--- config.mk ---
export PLATFORM = sky130hd
export DESIGN_NAME = biosignal_packet_deframer
export DESIGN_NICKNAME = d
export VERILOG_FILES = /design/src/bdf_pkg.sv /design/src/biosignal_packet_deframer.sv
export SDC_FILE = /design/constraint.sdc
export NUM_CORES = 2
export LEC_CHECK = 0
export ABC_AREA = 1
export BUFFER_PORTS_ARGS = -buffer_cell sky130_fd_sc_hd__buf_2
export CAP_MARGIN = 0
export CORE_ASPECT_RATIO = 0.5
export CORE_UTILIZATION = 50
export DETAILED_ROUTE_END_ITERATION = 10
export GPL_ROUTABILITY_DRIVEN = 0
export GPL_TIMING_DRIVEN = 1
export PLACE_DENSITY = 0.63
export SLEW_MARGIN = 20
export SYNTH_ARGS = -nofsm -noshare
export SYNTH_HDL_FRONTEND = slang
export SYNTH_SLANG_ARGS = --single-unit
--- constraint.sdc ---
create_clock -name clk -period 7.7 [get_ports clk]
set_input_delay 0 -clock clk [delete_from_list [all_inputs] [get_ports clk]]
set_output_delay 0 -clock clk [all_outputs]
set_load 0.005 [all_outputs]
--- src/bdf_pkg.sv ---
package bdf_pkg;

    // Widths of the byte stream and the result fields
    localparam int BYTE_W   = 8;
    localparam int SAMPLE_W = 24;
    localparam int GAIN_W   = 24;
    localparam int SCALED_W = 32;
    localparam int CHIDX_W  = 4;
    localparam int POS_W    = 6;

    // Configuration port
    localparam int CFG_IDX_W  = 2;
    localparam int CFG_DATA_W = 24;

    typedef enum logic [CFG_IDX_W-1:0] {
        CFG_START_MARKER = 2'd0,
        CFG_SCALE_GAIN   = 2'd1
    } cfg_reg_t;

    // Register reset values
    localparam logic [BYTE_W-1:0] START_MARKER_RST = 8'hA0;
    localparam logic [GAIN_W-1:0] SCALE_GAIN_RST   = 24'h010000;

    // Parameter defaults
    localparam int NUM_CHANNELS_DEF   = 8;
    localparam int PACKET_BYTES_DEF   = 33;
    localparam int CHANNEL_OFFSET_DEF = 2;
    localparam int GAIN_FRAC_DEF      = 16;

endpackage

--- src/biosignal_packet_deframer.sv ---
// Byte stream in: one byte per cycle, ready stays high except when a packet's
// last byte arrives while the previous packet's samples are still being read out.
// Results: once a packet's last byte is taken, its samples are read out one per cycle
// while out_ready allows (NUM_CHANNELS_P per packet), set by the one read port
// of the double-banked sample memory feeding a read / multiply / saturate pipeline.
// Reset: control state cleared, start_marker 0xA0, scale_gain 1.0; memory not cleared.
module biosignal_packet_deframer
    import bdf_pkg::*;
#(
    parameter int NUM_CHANNELS_P = NUM_CHANNELS_DEF,
    parameter int PACKET_BYTES   = PACKET_BYTES_DEF,
    parameter int CHANNEL_OFFSET = CHANNEL_OFFSET_DEF,
    parameter int GAIN_FRAC_BITS = GAIN_FRAC_DEF
)
(
    input  logic                       clk,
    input  logic                       rst_n,
    // configuration writes
    input  logic                       cfg_we,
    input  logic [CFG_IDX_W-1:0]       cfg_index,
    input  logic [CFG_DATA_W-1:0]      cfg_data,
    // byte stream
    input  logic                       in_valid,
    output logic                       in_ready,
    input  logic [BYTE_W-1:0]          rx_byte,
    // sample results
    output logic                       out_valid,
    input  logic                       out_ready,
    output logic [CHIDX_W-1:0]         channel_index,
    output logic signed [SAMPLE_W-1:0] raw_sample,
    output logic signed [SCALED_W-1:0] scaled_sample,
    output logic                       last_of_packet
);

    localparam int CH_W     = (NUM_CHANNELS_P > 1) ? $clog2(NUM_CHANNELS_P) : 1;
    localparam int ADDR_W   = CH_W + 1;
    localparam int MEM_DEPTH = 1 << ADDR_W;
    localparam int PROD_W   = SAMPLE_W + GAIN_W + 1;

    localparam logic [POS_W:0]  CH_START_C = (POS_W+1)'(CHANNEL_OFFSET);
    localparam logic [POS_W:0]  CH_END_C   = (POS_W+1)'(CHANNEL_OFFSET + 3*NUM_CHANNELS_P);
    localparam logic [POS_W:0]  LAST_POS_C = (POS_W+1)'(PACKET_BYTES - 1);
    localparam logic [CH_W-1:0] LAST_CH_C  = CH_W'(NUM_CHANNELS_P - 1);

    typedef enum logic {
        ST_HUNT,
        ST_COLLECT
    } state_t;

    // configuration registers
    logic [BYTE_W-1:0] start_marker_reg;
    logic [GAIN_W-1:0] scale_gain_reg;

    // framing state
    state_t              state_reg;
    logic [POS_W-1:0]    byte_pos_reg;
    logic [1:0]          phase_reg;
    logic [CH_W-1:0]     wr_ch_reg;
    logic                wr_bank_reg;
    logic [SAMPLE_W-1:0] asm_reg;
    logic [SAMPLE_W-1:0] asm_next;

    // readout sequencer
    logic            emit_active_reg;
    logic [CH_W-1:0] emit_ch_reg;
    logic            emit_bank_reg;

    // pipeline stage 1: memory read
    logic            s1_valid_reg;
    logic [CH_W-1:0] s1_ch_reg;
    logic            s1_last_reg;
    logic [SAMPLE_W-1:0] rd_data_reg;

    // pipeline stage 2: product
    logic                     s2_valid_reg;
    logic [CH_W-1:0]          s2_ch_reg;
    logic                     s2_last_reg;
    logic [SAMPLE_W-1:0]      s2_raw_reg;
    logic signed [PROD_W-1:0] s2_prod_reg;

    // output stage
    logic                       out_valid_reg;
    logic [CHIDX_W-1:0]         out_ch_reg;
    logic                       out_last_reg;
    logic signed [SAMPLE_W-1:0] out_raw_reg;
    logic signed [SCALED_W-1:0] out_scaled_reg;

    logic [SAMPLE_W-1:0] mem [MEM_DEPTH];

    logic [POS_W:0]      pos_ext;
    logic                in_xfer;
    logic                is_last_byte;
    logic                in_ch_area;
    logic                mem_we;
    logic [ADDR_W-1:0]   wr_addr;
    logic [ADDR_W-1:0]   rd_addr;
    logic                s1_ready;
    logic                s2_ready;
    logic                s3_ready;
    logic                issue;
    logic                emit_done_now;
    logic                start_emit;
    logic signed [PROD_W-1:0]   prod_shr;
    logic signed [SCALED_W-1:0] scaled_sat;

    // byte decode
    assign pos_ext      = {1'b0, byte_pos_reg};
    assign is_last_byte = (state_reg == ST_COLLECT) && (pos_ext >= LAST_POS_C);
    assign in_ch_area   = (state_reg == ST_COLLECT) && (pos_ext >= CH_START_C)
                          && (pos_ext < CH_END_C);
    assign asm_next     = {asm_reg[SAMPLE_W-BYTE_W-1:0], rx_byte};

    // handshake: stall only the packet end while the previous burst is still issuing
    assign s3_ready      = !out_valid_reg || out_ready;
    assign s2_ready      = !s2_valid_reg || s3_ready;
    assign s1_ready      = !s1_valid_reg || s2_ready;
    assign issue         = emit_active_reg && s1_ready;
    assign emit_done_now = issue && (emit_ch_reg == LAST_CH_C);
    assign in_ready      = !(is_last_byte && emit_active_reg && !emit_done_now);
    assign in_xfer       = in_valid && in_ready;
    assign start_emit    = in_xfer && is_last_byte;

    assign mem_we  = in_xfer && in_ch_area && (phase_reg == 2'd2);
    assign wr_addr = {wr_bank_reg, wr_ch_reg};
    assign rd_addr = {emit_bank_reg, emit_ch_reg};

    // configuration registers
    always_ff @(posedge clk or negedge rst_n)
    begin
        if (!rst_n)
        begin
            start_marker_reg <= START_MARKER_RST;
            scale_gain_reg   <= SCALE_GAIN_RST;
        end
        else if (cfg_we)
        begin
            case (cfg_index)
                CFG_START_MARKER: start_marker_reg <= cfg_data[BYTE_W-1:0];
                CFG_SCALE_GAIN:   scale_gain_reg   <= cfg_data[GAIN_W-1:0];
                default:          ;
            endcase
        end
    end

    // framing state machine and position counters
    always_ff @(posedge clk or negedge rst_n)
    begin
        if (!rst_n)
        begin
            state_reg    <= ST_HUNT;
            byte_pos_reg <= '0;
            phase_reg    <= '0;
            wr_ch_reg    <= '0;
            wr_bank_reg  <= 1'b0;
        end
        else if (in_xfer)
        begin
            unique case (state_reg)
                ST_HUNT:
                begin
                    if (rx_byte == start_marker_reg)
                    begin
                        state_reg    <= ST_COLLECT;
                        byte_pos_reg <= POS_W'(1);
                        phase_reg    <= '0;
                        wr_ch_reg    <= '0;
                    end
                end
                ST_COLLECT:
                begin
                    if (in_ch_area)
                    begin
                        if (phase_reg == 2'd2)
                        begin
                            phase_reg <= '0;
                            wr_ch_reg <= wr_ch_reg + 1'b1;
                        end
                        else
                        begin
                            phase_reg <= phase_reg + 1'b1;
                        end
                    end
                    if (is_last_byte)
                    begin
                        state_reg    <= ST_HUNT;
                        byte_pos_reg <= '0;
                        wr_bank_reg  <= !wr_bank_reg;
                    end
                    else
                    begin
                        byte_pos_reg <= byte_pos_reg + 1'b1;
                    end
                end
                default:
                begin
                    state_reg <= ST_HUNT;
                end
            endcase
        end
    end

    // sample assembly, big-endian three bytes
    always_ff @(posedge clk)
    begin
        if (in_xfer && in_ch_area)
        begin
            asm_reg <= asm_next;
        end
    end

    // sample memory: one write port, one registered read port
    always_ff @(posedge clk)
    begin
        if (mem_we)
        begin
            mem[wr_addr] <= asm_next;
        end
        if (issue)
        begin
            rd_data_reg <= mem[rd_addr];
        end
    end

    // readout sequencer
    always_ff @(posedge clk or negedge rst_n)
    begin
        if (!rst_n)
        begin
            emit_active_reg <= 1'b0;
            emit_ch_reg     <= '0;
            emit_bank_reg   <= 1'b0;
        end
        else if (start_emit)
        begin
            emit_active_reg <= 1'b1;
            emit_ch_reg     <= '0;
            emit_bank_reg   <= wr_bank_reg;
        end
        else if (issue)
        begin
            if (emit_done_now)
            begin
                emit_active_reg <= 1'b0;
            end
            emit_ch_reg <= emit_ch_reg + 1'b1;
        end
    end

    // pipeline valid bits
    always_ff @(posedge clk or negedge rst_n)
    begin
        if (!rst_n)
        begin
            s1_valid_reg  <= 1'b0;
            s2_valid_reg  <= 1'b0;
            out_valid_reg <= 1'b0;
        end
        else
        begin
            if (s1_ready)
            begin
                s1_valid_reg <= issue;
            end
            if (s2_ready)
            begin
                s2_valid_reg <= s1_valid_reg;
            end
            if (s3_ready)
            begin
                out_valid_reg <= s2_valid_reg;
            end
        end
    end

    // pipeline payload
    always_ff @(posedge clk)
    begin
        if (issue)
        begin
            s1_ch_reg   <= emit_ch_reg;
            s1_last_reg <= (emit_ch_reg == LAST_CH_C);
        end
        if (s2_ready && s1_valid_reg)
        begin
            s2_ch_reg   <= s1_ch_reg;
            s2_last_reg <= s1_last_reg;
            s2_raw_reg  <= rd_data_reg;
            s2_prod_reg <= $signed(rd_data_reg) * $signed({1'b0, scale_gain_reg});
        end
        if (s3_ready && s2_valid_reg)
        begin
            out_ch_reg     <= CHIDX_W'(s2_ch_reg);
            out_last_reg   <= s2_last_reg;
            out_raw_reg    <= $signed(s2_raw_reg);
            out_scaled_reg <= scaled_sat;
        end
    end

    // scale: arithmetic shift (floor), then saturate to 32 bits
    always_comb
    begin
        prod_shr = s2_prod_reg >>> GAIN_FRAC_BITS;
        if ((&prod_shr[PROD_W-1:SCALED_W-1]) || !(|prod_shr[PROD_W-1:SCALED_W-1]))
        begin
            scaled_sat = prod_shr[SCALED_W-1:0];
        end
        else
        begin
            scaled_sat = {prod_shr[PROD_W-1], {(SCALED_W-1){!prod_shr[PROD_W-1]}}};
        end
    end

    assign out_valid      = out_valid_reg;
    assign channel_index  = out_ch_reg;
    assign raw_sample     = out_raw_reg;
    assign scaled_sample  = out_scaled_reg;
    assign last_of_packet = out_last_reg;

endmodule
==> results_dict.tcl <==
set metrics [dict create \
    synth_seq_cells 602 \
    hold_path.class "primary input to asynchronous set/reset pin" \
    synth_warnings 0 \
    cp-start-kind "flop" \
    path_max_fanout 18 \
    hold_buffers 39 \
    finalWirelength_um 109000 \
    core_area_sq_mm 0.0847 \
    drt-wirelength-per-cell_um 19.8 \
    routed_via_density 5.28 \
    grtUsageTotal_pct 25.4 \
    drv_cap 0 \
    clk_latency_ns 0.65 \
    max_slew_margin_pct 19.4 \
    synthArstFlopShare_pct 8.80 \
    post-route-util_pct 55.9 \
    design_area_sq_mm 0.0474 \
    cts_resized 0 \
    dp_hpwl_um 76300 \
    drv_slew 0 \
    drt_iter0_drc 2659 \
    yosysSeqAreaShare_pct 41.2 \
    rsz0062_at_grt "false" \
    final.setup.tns_ns 0 \
    layout_common_cells "inv_1, nand2_1, edfxtp_1, fa_1, ha_1" \
    drive_gt1_share_pct 7.93 \
    worst-slew-pin-transition_ns 1.21 \
    htree_levels 2 \
    tritoncts "yes" \
    synth_edf_count 549 \
    grt_max_degree 90 \
    dieArea_sq_mm 0.0878 \
    first_global_vias 29690 \
    required_ns 8.09 \
    drt-met1-wl_um 47200 \
    ys.flop_type "edfxtp_1" \
    cts_root_buf "clkbuf_16" \
    rr_startpoint "scale_gain_reg[14]" \
    vias 29239 \
    fin_crit_ns 7.06 \
    first_pass_iters 6 \
    fin_crit_sh_pct 91.6 \
    clkTransAtPathRegs_ns 0.06 \
    regToRegEndpoint "s2_prod_reg[47]" \
    clock_sinks 602 \
    cts.path.max_buffers 3 \
    fin_worst_skew_ns 0.0222 \
    fillers 7277 \
    rows 75 \
    final_common_cell "inv_1" \
    die_w_um 418 \
    placed_cell_area_sq_mm 0.0452 \
    synthesis.nets 4980 \
    die_h_um 210 \
    largest_reg_flops 384 \
    port_buffers 100 \
    synth_area_sq_mm 0.0433 \
    cts_buffers 55 \
    max_freq_mhz 142 \
    syn_inst 4252 \
    dr_wl_met2_um 50400 \
    antenna_found_initial 2 \
    arrival_ns 7.45 \
    fin_nets 5058 \
    top_level_ports 102 \
    crit_type "flop to flop" \
    drc_errors 0 \
    status "finished clean" \
    hold_viol 0 \
    initial_core_util_pct 51.1 \
    ant_nets 0 \
    cts_setup_buffers 0 \
    synth_cell_types 46 \
    syn_to_final_growth_pct 9.42 \
    setup_viol 0 \
    gr-total-overflow 0 \
    grt_pass1_wl_um 170000 \
    r2r_cells 20 \
    met3WireLength_um 9270 \
    topRoutingLayerUsed "met4" \
    ff2ff_setup_slack_ns 0.64 \
    synth.avg_cell_area_sq_um 10.2 \
    endpoint_kind "flop" \
]
[cell usage after synthesis, types with 2 or more instances]
master    count  area, sq um
clkbuf_1    160          601
ha_1        208         2600
a21o_1        5         37.5
nor3_1       12         60.1
mux2i_1      96          961
nand2_1     864         3240
buf_1        10         37.5
edfxtp_1    549        16500
o21ai_0     177          886
a31oi_1       6         37.5
o211ai_1     96          721
o21bai_1      8         60.1
xor2_1       18          158
xnor2_1      12          105
nand3_1      68          340
dfstp_2       3         78.8
nor2_2        2         12.5
or2_2        19          119
buf_2        18         90.1
o22ai_1       2         12.5
buf_4        11         82.6
mux2_2       16          180
dfrtp_1      50         1250
a21boi_0      4         30.0
nand4_1      15         93.8
nor2_1      138          518
inv_1      1012         3800
o21a_1        5         37.5
fa_1        481         9630
nand2_2      10         62.6
clkinv_1      3         11.3
o21ai_1       2         10.0
a21oi_1     159          796
[worst max-delay path by stage]
stage / startpoint / to / slack [ns] / cells after the start
CTS: scale_gain_reg[13] / s2_prod_reg[47] / 0.72 / 22
global route: scale_gain_reg[13] / s2_prod_reg[47] / 0.33 / 23
floorplan: scale_gain_reg[16] / s2_prod_reg[47] / 1.62 / 21
finish: scale_gain_reg[14] / s2_prod_reg[47] / 0.64 / 20
global placement: rd_data_reg[9] / s2_prod_reg[47] / 0.63 / 19
detailed placement: scale_gain_reg[14] / s2_prod_reg[47] / 0.74 / 20
[layout make-up]
type                       count  area (sq um)  area share [%]
clock buffer                  72          1480            3.13
inverter                    1016          3810            8.05
antenna                        3          7.51          0.0159
timing repair buffer         220          1550            3.27
clock inverter                32           258           0.544
multi-input combinational   2435         21000            44.3
sequential                   602         17800            37.6
tap                         1155          1450            3.05
[logic make-up (layout without fill, tap and decap cells)]
group           after synthesis  after routing  synth area share [%]
buf+inv                    1215           1340                  10.7
simple gates               1135           1135                  10.5
fa+ha+maj                   689            689                  28.3
flops                       602            602                  41.2
compound gates              468            468                  6.18
mux                         112            112                  2.64
xor+xnor                     30             30                 0.607
other cells                   1              4               0.00866
[critical path: stages (launching register included)]
cell      delay, ns
dfrtp_1        1.04
buf_4          0.29
nand2_1        0.07
fa_1           0.53
fa_1           0.56
inv_1          0.06
fa_1           0.49
fa_1           0.47
fa_1           0.49
fa_1           0.49
inv_1          0.05
fa_1           0.48
inv_1          0.05
ha_1           0.34
a21oi_1        0.27
a21boi_0       0.36
o21ai_0        0.20
o21ai_0        0.32
nand3_1        0.11
nand2_1        0.08
nand2_1        0.05
[per-layer routing]
metal | vias to the layer above | global-route usage, %
met5 | - | 0
met1 | 14554 | 36.2
met3 | 180 | 4.52
li1 | 13373 | -
met4 | 0 | 5.86
met2 | 1132 | 40.9
[metrics by stage]
stage / hold WS [ns] / instances / worst slack, ns
after global routing: 0.118 / 5533 / 0.328
after global placement: 0.172 / 5386 / 0.633
after CTS: 0.00937 / 5531 / 0.724
after detailed placement: 0.188 / 5388 / 0.744
final: 0.0369 / 5535 / 0.644
after floorplan: -0.296 / 4252 / 1.62
Power is left out: the tool's default activity adds up to more than one toggle a clock period on the data nets, which glitch-free logic cannot reach.
